==> src/sv/hand_command_frame_parser_defines.svh <==
// Assertion macros shared by the hand command frame parser RTL.
// Each macro expects signals named clk and rst_n in the including module.
`ifndef HAND_COMMAND_FRAME_PARSER_DEFINES_SVH
`define HAND_COMMAND_FRAME_PARSER_DEFINES_SVH

// Same-cycle implication, disabled while reset is asserted.
`define HCFP_ASSERT_IMP(label, ante, cons) \
  label: assert property (@(posedge clk) disable iff (!rst_n) (ante) |-> (cons)) \
    else $error("hcfp: same-cycle check failed");

// Next-cycle implication, disabled while reset is asserted.
`define HCFP_ASSERT_NXT(label, ante, cons) \
  label: assert property (@(posedge clk) disable iff (!rst_n) (ante) |=> (cons)) \
    else $error("hcfp: next-cycle check failed");

`endif

==> src/sv/hcfp_pkg.sv <==
// Package for the hand command frame parser: widths, character codes,
// parse phases, state and result types and the keyword tables. No dependencies.
`timescale 1ns / 1ps

package hcfp_pkg;

  localparam int HEIGHT_BITS  = 32;
  localparam int HEIGHT_OUT_W = 32;

  // Keyword indexes into the token match flags.
  localparam logic [2:0] W_LEFT  = 3'd0;
  localparam logic [2:0] W_RIGHT = 3'd1;
  localparam logic [2:0] W_PUT   = 3'd2;
  localparam logic [2:0] W_GET   = 3'd3;
  localparam logic [2:0] W_NO    = 3'd4;
  localparam int         NUM_WORDS = 5;

  localparam logic [1:0] DIR_LEFT  = 2'd1;
  localparam logic [1:0] DIR_RIGHT = 2'd2;
  localparam logic [1:0] MODE_PUT  = 2'd1;
  localparam logic [1:0] MODE_GET  = 2'd2;
  localparam logic [1:0] MODE_NO   = 2'd3;

  localparam logic [7:0] CH_COMMA = 8'h2C;
  localparam logic [7:0] CH_MINUS = 8'h2D;
  localparam logic [7:0] CH_CLOSE = 8'h29;
  localparam logic [7:0] CH_M     = 8'h4D;
  localparam logic [7:0] CH_ZERO  = 8'h30;
  localparam logic [7:0] CH_NINE  = 8'h39;

  localparam logic [2:0] POS_HDR_FIRST = 3'd1;
  localparam logic [2:0] POS_HDR_LAST  = 3'd5;
  localparam logic [2:0] POS_NOT_M     = 3'd6;
  localparam logic [2:0] POS_TOKEN     = 3'd7;
  localparam logic [2:0] LEN_MAX       = 3'd7;

  typedef enum logic [2:0] {
    PH_HEADER,
    PH_DIR,
    PH_SKIP1,
    PH_MODE,
    PH_SKIP2,
    PH_HEIGHT,
    PH_DONE
  } phase_t;

  typedef struct packed {
    logic [2:0]             byte_pos;
    phase_t                 phase;
    logic                   skip;
    logic                   header_ok;
    logic [2:0]             token_len;
    logic [NUM_WORDS-1:0]   flags;
    logic [HEIGHT_BITS-1:0] acc;
    logic                   neg;
    logic                   stopped;
    logic                   close_seen;
    logic [1:0]             last_dir;
    logic [1:0]             last_mode;
  } hcfp_state_t;

  typedef struct packed {
    logic                           valid;
    logic [1:0]                     direction;
    logic [1:0]                     mode;
    logic signed [HEIGHT_OUT_W-1:0] height;
  } hcfp_result_t;

  localparam hcfp_state_t ST_RESET = '{
    byte_pos:   3'd0,
    phase:      PH_HEADER,
    skip:       1'b0,
    header_ok:  1'b1,
    token_len:  3'd0,
    flags:      '1,
    acc:        '0,
    neg:        1'b0,
    stopped:    1'b0,
    close_seen: 1'b0,
    last_dir:   2'd0,
    last_mode:  2'd0
  };

  // Expected header character at positions 1 to 5: "Hand,".
  function automatic logic [7:0] head_char(input logic [2:0] pos);
    logic [7:0] ch;
    case (pos)
      3'd1:    ch = 8'h48;
      3'd2:    ch = 8'h61;
      3'd3:    ch = 8'h6E;
      3'd4:    ch = 8'h64;
      3'd5:    ch = CH_COMMA;
      default: ch = 8'h00;
    endcase
    return ch;
  endfunction

  function automatic logic [2:0] word_len(input logic [2:0] w);
    logic [2:0] len;
    case (w)
      W_LEFT:  len = 3'd4;
      W_RIGHT: len = 3'd5;
      W_PUT:   len = 3'd3;
      W_GET:   len = 3'd3;
      W_NO:    len = 3'd2;
      default: len = 3'd0;
    endcase
    return len;
  endfunction

  // Character of keyword w at position pos; zero past the end of the word.
  function automatic logic [7:0] word_char(input logic [2:0] w, input logic [2:0] pos);
    logic [39:0] txt;
    case (w)
      W_LEFT:  txt = 40'h4C_65_66_74_00;
      W_RIGHT: txt = 40'h52_69_67_68_74;
      W_PUT:   txt = 40'h50_75_74_00_00;
      W_GET:   txt = 40'h47_65_74_00_00;
      W_NO:    txt = 40'h4E_6F_00_00_00;
      default: txt = 40'h0;
    endcase
    case (pos)
      3'd0:    return txt[39:32];
      3'd1:    return txt[31:24];
      3'd2:    return txt[23:16];
      3'd3:    return txt[15:8];
      3'd4:    return txt[7:0];
      default: return 8'h00;
    endcase
  endfunction

endpackage

==> src/sv/hcfp_step.sv <==
// Next-state and result logic of the frame parser for one character.
// Purely combinational; depends on hcfp_pkg.
`timescale 1ns / 1ps

module hcfp_step (
  input  hcfp_pkg::hcfp_state_t  st,
  input  logic [7:0]             data_byte,
  input  logic                   last_byte,
  output hcfp_pkg::hcfp_state_t  st_nxt,
  output hcfp_pkg::hcfp_result_t res
);

  logic                             long_enough;
  logic [hcfp_pkg::HEIGHT_BITS-1:0] mag;
  logic [3:0]                       digit;
  logic                             is_digit;
  logic [1:0]                       dir_match;
  logic [1:0]                       mode_match;

  assign long_enough = (st.phase != hcfp_pkg::PH_HEADER) ||
                       (st.byte_pos >= hcfp_pkg::POS_HDR_LAST);
  assign is_digit    = (data_byte >= hcfp_pkg::CH_ZERO) && (data_byte <= hcfp_pkg::CH_NINE);
  assign digit       = 4'(data_byte - hcfp_pkg::CH_ZERO);
  // The accumulator never moves on the cycle that sets close_seen, so the
  // current value is the one to report.
  assign mag         = st.neg ? hcfp_pkg::HEIGHT_BITS'(-st.acc) : st.acc;

  always_comb begin
    dir_match = 2'd0;
    if (st.flags[hcfp_pkg::W_LEFT] && st.token_len == hcfp_pkg::word_len(hcfp_pkg::W_LEFT)) begin
      dir_match = hcfp_pkg::DIR_LEFT;
    end else if (st.flags[hcfp_pkg::W_RIGHT] &&
                 st.token_len == hcfp_pkg::word_len(hcfp_pkg::W_RIGHT)) begin
      dir_match = hcfp_pkg::DIR_RIGHT;
    end
    mode_match = 2'd0;
    if (st.flags[hcfp_pkg::W_PUT] && st.token_len == hcfp_pkg::word_len(hcfp_pkg::W_PUT)) begin
      mode_match = hcfp_pkg::MODE_PUT;
    end else if (st.flags[hcfp_pkg::W_GET] &&
                 st.token_len == hcfp_pkg::word_len(hcfp_pkg::W_GET)) begin
      mode_match = hcfp_pkg::MODE_GET;
    end else if (st.flags[hcfp_pkg::W_NO] &&
                 st.token_len == hcfp_pkg::word_len(hcfp_pkg::W_NO)) begin
      mode_match = hcfp_pkg::MODE_NO;
    end
  end

  always_comb begin
    st_nxt = st;
    case (st.phase)
      hcfp_pkg::PH_HEADER: begin
        if (st.byte_pos >= hcfp_pkg::POS_HDR_FIRST && st.byte_pos <= hcfp_pkg::POS_HDR_LAST &&
            data_byte != hcfp_pkg::head_char(st.byte_pos)) begin
          st_nxt.header_ok = 1'b0;
        end
        if (st.byte_pos == hcfp_pkg::POS_NOT_M && data_byte == hcfp_pkg::CH_M) begin
          st_nxt.header_ok = 1'b0;
        end
        if (st.byte_pos == hcfp_pkg::POS_TOKEN) begin
          st_nxt.phase     = hcfp_pkg::PH_DIR;
          st_nxt.token_len = 3'd0;
          st_nxt.flags     = '1;
          st_nxt.skip      = 1'b0;
        end else begin
          st_nxt.byte_pos = st.byte_pos + 3'd1;
        end
      end
      hcfp_pkg::PH_DIR, hcfp_pkg::PH_MODE: begin
        if (data_byte == hcfp_pkg::CH_COMMA) begin
          if (st.phase == hcfp_pkg::PH_DIR) begin
            if (dir_match != 2'd0 && st.header_ok) begin
              st_nxt.last_dir = dir_match;
            end
            st_nxt.phase = hcfp_pkg::PH_SKIP1;
          end else begin
            if (mode_match != 2'd0 && st.header_ok) begin
              st_nxt.last_mode = mode_match;
            end
            st_nxt.phase = hcfp_pkg::PH_SKIP2;
          end
          st_nxt.skip = 1'b0;
        end else begin
          for (int k = 0; k < hcfp_pkg::NUM_WORDS; k++) begin
            if (st.token_len >= hcfp_pkg::word_len(3'(k)) ||
                hcfp_pkg::word_char(3'(k), st.token_len) != data_byte) begin
              st_nxt.flags[k] = 1'b0;
            end
          end
          if (st.token_len != hcfp_pkg::LEN_MAX) begin
            st_nxt.token_len = st.token_len + 3'd1;
          end
        end
      end
      hcfp_pkg::PH_SKIP1, hcfp_pkg::PH_SKIP2: begin
        if (st.skip) begin
          st_nxt.phase     = (st.phase == hcfp_pkg::PH_SKIP1) ? hcfp_pkg::PH_MODE
                                                               : hcfp_pkg::PH_HEIGHT;
          st_nxt.token_len = 3'd0;
          st_nxt.flags     = '1;
          st_nxt.skip      = 1'b0;
        end else begin
          st_nxt.skip = 1'b1;
        end
      end
      hcfp_pkg::PH_HEIGHT: begin
        if (st.token_len == 3'd0 && data_byte == hcfp_pkg::CH_MINUS) begin
          st_nxt.neg = 1'b1;
        end else if (data_byte == hcfp_pkg::CH_CLOSE) begin
          st_nxt.close_seen = 1'b1;
          st_nxt.phase      = hcfp_pkg::PH_DONE;
        end else if (!st.stopped) begin
          if (is_digit) begin
            // acc * 10 + digit as two shifted terms, wrapping at the height width.
            st_nxt.acc = (st.acc << 3) + (st.acc << 1) +
                         hcfp_pkg::HEIGHT_BITS'(digit);
          end else begin
            st_nxt.stopped = 1'b1;
          end
        end
        if (st.token_len != hcfp_pkg::LEN_MAX) begin
          st_nxt.token_len = st.token_len + 3'd1;
        end
      end
      default: begin
      end
    endcase

    res.valid     = last_byte && st_nxt.header_ok && long_enough;
    res.direction = st_nxt.last_dir;
    res.mode      = st_nxt.last_mode;
    res.height    = st_nxt.close_seen ? hcfp_pkg::HEIGHT_OUT_W'(signed'(mag)) : '0;

    // The final character closes the message whether or not it was valid.
    if (last_byte) begin
      st_nxt           = hcfp_pkg::ST_RESET;
      st_nxt.last_dir  = res.direction;
      st_nxt.last_mode = res.mode;
    end
  end

endmodule

==> src/sv/hand_command_frame_parser.sv <==
// Top level of the hand command frame parser: input register, parser state
// and result register around hcfp_step. Depends on hcfp_pkg and the defines header.
`timescale 1ns / 1ps
`include "hand_command_frame_parser_defines.svh"

// Feeds one character per item on the input channel, with in_last_byte set on the
// final character of a command such as "xHand,?xLeft,??Put,??-123)". One item is
// taken every clock cycle unless a held result waits on out_ready, and a result
// passes through the input register and then the result register after the final
// character was taken. The per-character state update (keyword match, times-ten
// accumulate) lies between those registers; the accumulate add is the longest path.
// A result appears only for the final character of a message with a good header;
// direction and mode keep their last matched values across messages, and height
// is zero unless a closing parenthesis was seen.
module hand_command_frame_parser (
  input  logic        clk,
  input  logic        rst_n,
  input  logic        in_valid,
  output logic        in_ready,
  input  logic [7:0]  in_data_byte,
  input  logic        in_last_byte,
  output logic        out_valid,
  input  logic        out_ready,
  output logic [1:0]  out_direction,
  output logic [1:0]  out_mode,
  output logic signed [hcfp_pkg::HEIGHT_OUT_W-1:0] out_height
);

  logic                   s1_valid_r;
  logic [7:0]             s1_data_r;
  logic                   s1_last_r;
  hcfp_pkg::hcfp_state_t  st_r;
  hcfp_pkg::hcfp_state_t  st_nxt;
  hcfp_pkg::hcfp_result_t res;
  logic                   out_valid_r;
  logic [1:0]             out_direction_r;
  logic [1:0]             out_mode_r;
  logic signed [hcfp_pkg::HEIGHT_OUT_W-1:0] out_height_r;
  logic                   advance;
  logic                   proc;

  hcfp_step u_step (
    .st        (st_r),
    .data_byte (s1_data_r),
    .last_byte (s1_last_r),
    .st_nxt    (st_nxt),
    .res       (res)
  );

  // The held item is processed whenever the result register can take its outcome.
  assign advance  = !out_valid_r || out_ready;
  assign proc     = s1_valid_r && advance;
  assign in_ready = !s1_valid_r || advance;

  always_ff @(posedge clk) begin
    if (!rst_n) begin
      s1_valid_r  <= 1'b0;
      out_valid_r <= 1'b0;
      st_r        <= hcfp_pkg::ST_RESET;
    end else begin
      if (in_ready) begin
        s1_valid_r <= in_valid;
        s1_data_r  <= in_data_byte;
        s1_last_r  <= in_last_byte;
      end
      if (proc) begin
        st_r <= st_nxt;
      end
      if (advance) begin
        out_valid_r <= proc && res.valid;
      end
      if (proc && res.valid) begin
        out_direction_r <= res.direction;
        out_mode_r      <= res.mode;
        out_height_r    <= res.height;
      end
    end
  end

  assign out_valid     = out_valid_r;
  assign out_direction = out_direction_r;
  assign out_mode      = out_mode_r;
  assign out_height    = out_height_r;

  `HCFP_ASSERT_IMP(a_ready_when_out_free, !out_valid_r, in_ready)
  `HCFP_ASSERT_IMP(a_pos_past_header, st_r.phase != hcfp_pkg::PH_HEADER, st_r.byte_pos == hcfp_pkg::POS_TOKEN)
  `HCFP_ASSERT_IMP(a_close_only_done, st_r.close_seen, st_r.phase == hcfp_pkg::PH_DONE)
  `HCFP_ASSERT_IMP(a_dir_legal, out_valid_r, out_direction != 2'd3)
  `HCFP_ASSERT_NXT(a_clear_after_last, proc && s1_last_r, (st_r.phase == hcfp_pkg::PH_HEADER) && (st_r.byte_pos == 3'd0))

endmodule
==> config.mk <==
export PLATFORM = sky130hd
export DESIGN_NAME = hand_command_frame_parser
export DESIGN_NICKNAME = d
export VERILOG_FILES = /design/src/sv/hcfp_pkg.sv /design/src/sv/hcfp_step.sv /design/src/sv/hand_command_frame_parser.sv
export VERILOG_INCLUDE_DIRS = /design/src /design/src/sv
export SDC_FILE = /design/constraint.sdc
export NUM_CORES = 1
export LEC_CHECK = 0
export BUFFER_PORTS_ARGS = -buffer_cell sky130_fd_sc_hd__buf_2
export CAP_MARGIN = 20
export CORE_MARGIN = 4
export CORE_UTILIZATION = 29
export CTS_BUF_LIST = sky130_fd_sc_hd__clkbuf_8
export DETAILED_ROUTE_END_ITERATION = 10
export SYNTH_ARGS = -nofsm -noshare
export SYNTH_HDL_FRONTEND = slang
export SYNTH_SLANG_ARGS = --single-unit
==> constraint.sdc <==
create_clock -name clk -period 17.1 [get_ports clk]
set_clock_uncertainty 0.15 [all_clocks]
set_input_delay 1.71 -clock clk [delete_from_list [all_inputs] [get_ports clk]]
set_output_delay 1.71 -clock clk [all_outputs]
set_load 0.01 [all_outputs]
==> impl_metrics.ini <==
[timing]
grt_setup_unrepaired = no
setup_tns_ps = 0
max_freq_mhz = 240.0
finalCriticalPeriod_ps = 4166
drv_slew = 0
setup_viol = 0
worst_pin_slew_ps = 1043
setup_slack_ps = 12930
hold_violations = 0
slew_headroom_pct = 30.38
min_period_over_period_pct = 24.36

[worst_setup_path]
r2r-start = s1_data_r[3]
startpoint_type = primary input
rr_endpoint = st_r[35]
crit_top_cell = buf_2
crit_chain = buf_2, nor2b_1, nand2_1, buf_2
slowest_stage = nor2b_1
crit_required_ps = 15240
crit_family = simple AND/OR/NAND/NOR gates
rrSetupSlack_ps = 13130
max_stage_delay_ps = 250
worstPathMaxFanout = 5
reg2reg_depth = 11
cp.arrival_ps = 2310
path_class = in2out
worst-path-buf-inv = 2
worstSetupEndpointType = primary output

[hold_path]
holdPathEnd = st_r[39]
hold_path_depth = 1
min_from = st_r[39]
hold_class = reg2reg

[place]
portBuffers = 50
dp_hpwl_um = 12280
gp_congestion = 0.8345
place_area_um2 = 7734
place_ws_ps = 12930

[drt]
viasPerCell = 5.023
drt_first_iter_violations = 446
routedWlPerCell_um = 13.91
drc = 0
drtAntennaViolNets = 0
num_vias = 5857
drt_pre_antenna_iters = 5
finalWirelength_um = 16220

[pwr]
total_power_mw = 0.4285
swShare_pct = 24.62
power_switching_mw = 0.1055
p_leak_nw = 3.362
peakVddDrop_mv = 0.04668
powerDensity_nw_per_um2 = 54.19
power_frac_comb_pct = 5.5
p_int_mw = 0.3230
seqPwrFrac_pct = 61.6
p_clk_share_pct = 32.9

[synth]
synth-seq-cells = 102
yosys-top-cells-count = nor2_1, ha_1, nand2_1, dfxtp_1, o21ai_0
yosys.area.top_type_share_pct = 18.85
postSynthCellCount = 811
syn_avg_cell_area_um2 = 8.840
synth_top_area_cell = edfxtp_1
yosys_warnings = 0
syn_nets = 898
synth_area_um2 = 7169
ys_seq_area_share_pct = 34.76
yosysMostFrequentCell = nor2_1
yosys-top-cells-area = edfxtp_1, dfxtp_1, ha_1, xor2_1, nor2_1
synth_edf_count = 45
async_reset_ff_share_pct = 0
synth.distinct_cells = 67
synthFlopType = dfxtp_1

[die]
die_area_um2 = 27300
rows = 57
dieWidth_um = 165.2
core_area_um2 = 24320
start_util_pct = 29.48
die_h_um = 165.2
pin_count = 51

[layout]
drive_gt1_share_pct = 10.57
final_area_um2 = 7908
area_growth_pct = 10.30
final_nets = 924
antenna_cells = 0

[outcome]
status = complete, no violations

[clocking]
cts_num_sinks = 102
clk_pin_slew_ps = 90
cts_tree = done
hold_buffers = 0
cts_resized = 0
cts_root_buf = clkbuf_8
cts_inserted_buffers = 9
insertion_delay_ps = 370
post_cts_buffers = 0
cts-htree-levels = 3
cts_buffer_depth = 2

[global_route]
grt_usage_pct = 11.99
grt_pass1_vias = 5369
grt-ovfl-total = 0
grt_antenna_before_repair = 0
grt_max_degree = 42
grt_pass1_wl_um = 27000

[flow_run]
drv_cap = 0
## state kept, by name, summed over array words and instances (netlist names)
| register | flops |
|---|---|
| st_r | 55 |
| out_height | 32 |
| s1_data_r | 8 |
| out_direction | 2 |
| out_mode | 2 |
| out_valid | 1 |
| s1_last_r | 1 |
| s1_valid_r | 1 |
## logic make-up (layout without fill, tap and decap cells)
kind of cell	after synthesis	count (layout)	synth area share, %
compound gates	218	218	20.09
xor+xnor	72	72	8.796
buf+inv	60	91	3.229
fa+ha+maj	74	74	13.12
mux	4	4	0.5585
flops	102	102	34.76
simple gates	281	281	19.44
## power by group through the flow
stage	combinational [mW]	clock [mW]	sequential (mW)
floorplan	0.0219	0	0.263
global placement	0.0234	0	0.269
detailed placement	0.0235	0	0.269
CTS	0.0237	0.146	0.264
global route	0.0265	0.156	0.265
finish	0.0236	0.141	0.264
## worst reg2reg max path: stages (launching register included)
cell and delay (ps):
edfxtp_1 630, fa_1 610, fa_1 470, a21o_1 190, nand4_1 110, nand3b_1 90, a221oi_1 650, o31a_1 330
o31a_1 200, nor2_1 60, xor2_1 140, a32o_1 250
## area by class of cell
type	count	area, um2
multi-input combinational	649	4473
sequential	102	2492
timing repair buffer	55	287.8
fill	2497	16410
inverter	20	75.07
clock inverter	6	36.28
clock buffer	10	137.6
tap	324	405.4
## how the worst max path moves through the flow
stage	cells after the start	slack [ps]	end	startpoint
after global placement	4	12950	in_ready	out_ready
after global routing	4	12840	in_ready	out_ready
after floorplan	4	11490	out_direction[0]	out_ready
after CTS	4	12920	in_ready	out_ready
final	4	12930	in_ready	out_ready
after detailed placement	4	12930	in_ready	out_ready
## routing by layer
layer,vias up,track usage [%],part of all wire (%)
li1,3004,-,-
met1,2703,18.21,52
met2,134,17.78,43
met3,16,1.489,3.6
met4,0,3.289,1.4
met5,-,0,0
## cells in the final DEF, fill, tap and decap left out, drive strengths merged, types with 16 or more instances in the layout
cell and n:
nor2 83, buf 55, edfxtp 45, nand2 70, a21oi 49, o31ai 16
xor2 39, a22oi 19, a21o 21, nor2b 32, ha 72, o21ai 54
nor3 17, xnor2 33, inv 24, dfxtp 57
## through the flow
| step | std cells | hold slack [ps] | util (%) |
|---|---|---|---|
| after floorplan | 811 | 276.1 | - |
| after global placement | 1150 | 288.4 | 31.80 |
| after CTS | 1166 | 319.2 | 32.52 |
| after global routing | 1166 | 346.7 | 32.52 |
| after detailed placement | 1150 | 294.3 | 31.80 |
| final | 1166 | 319.0 | 32.52 |
Note: power is estimated with default switching activity, not from simulation.
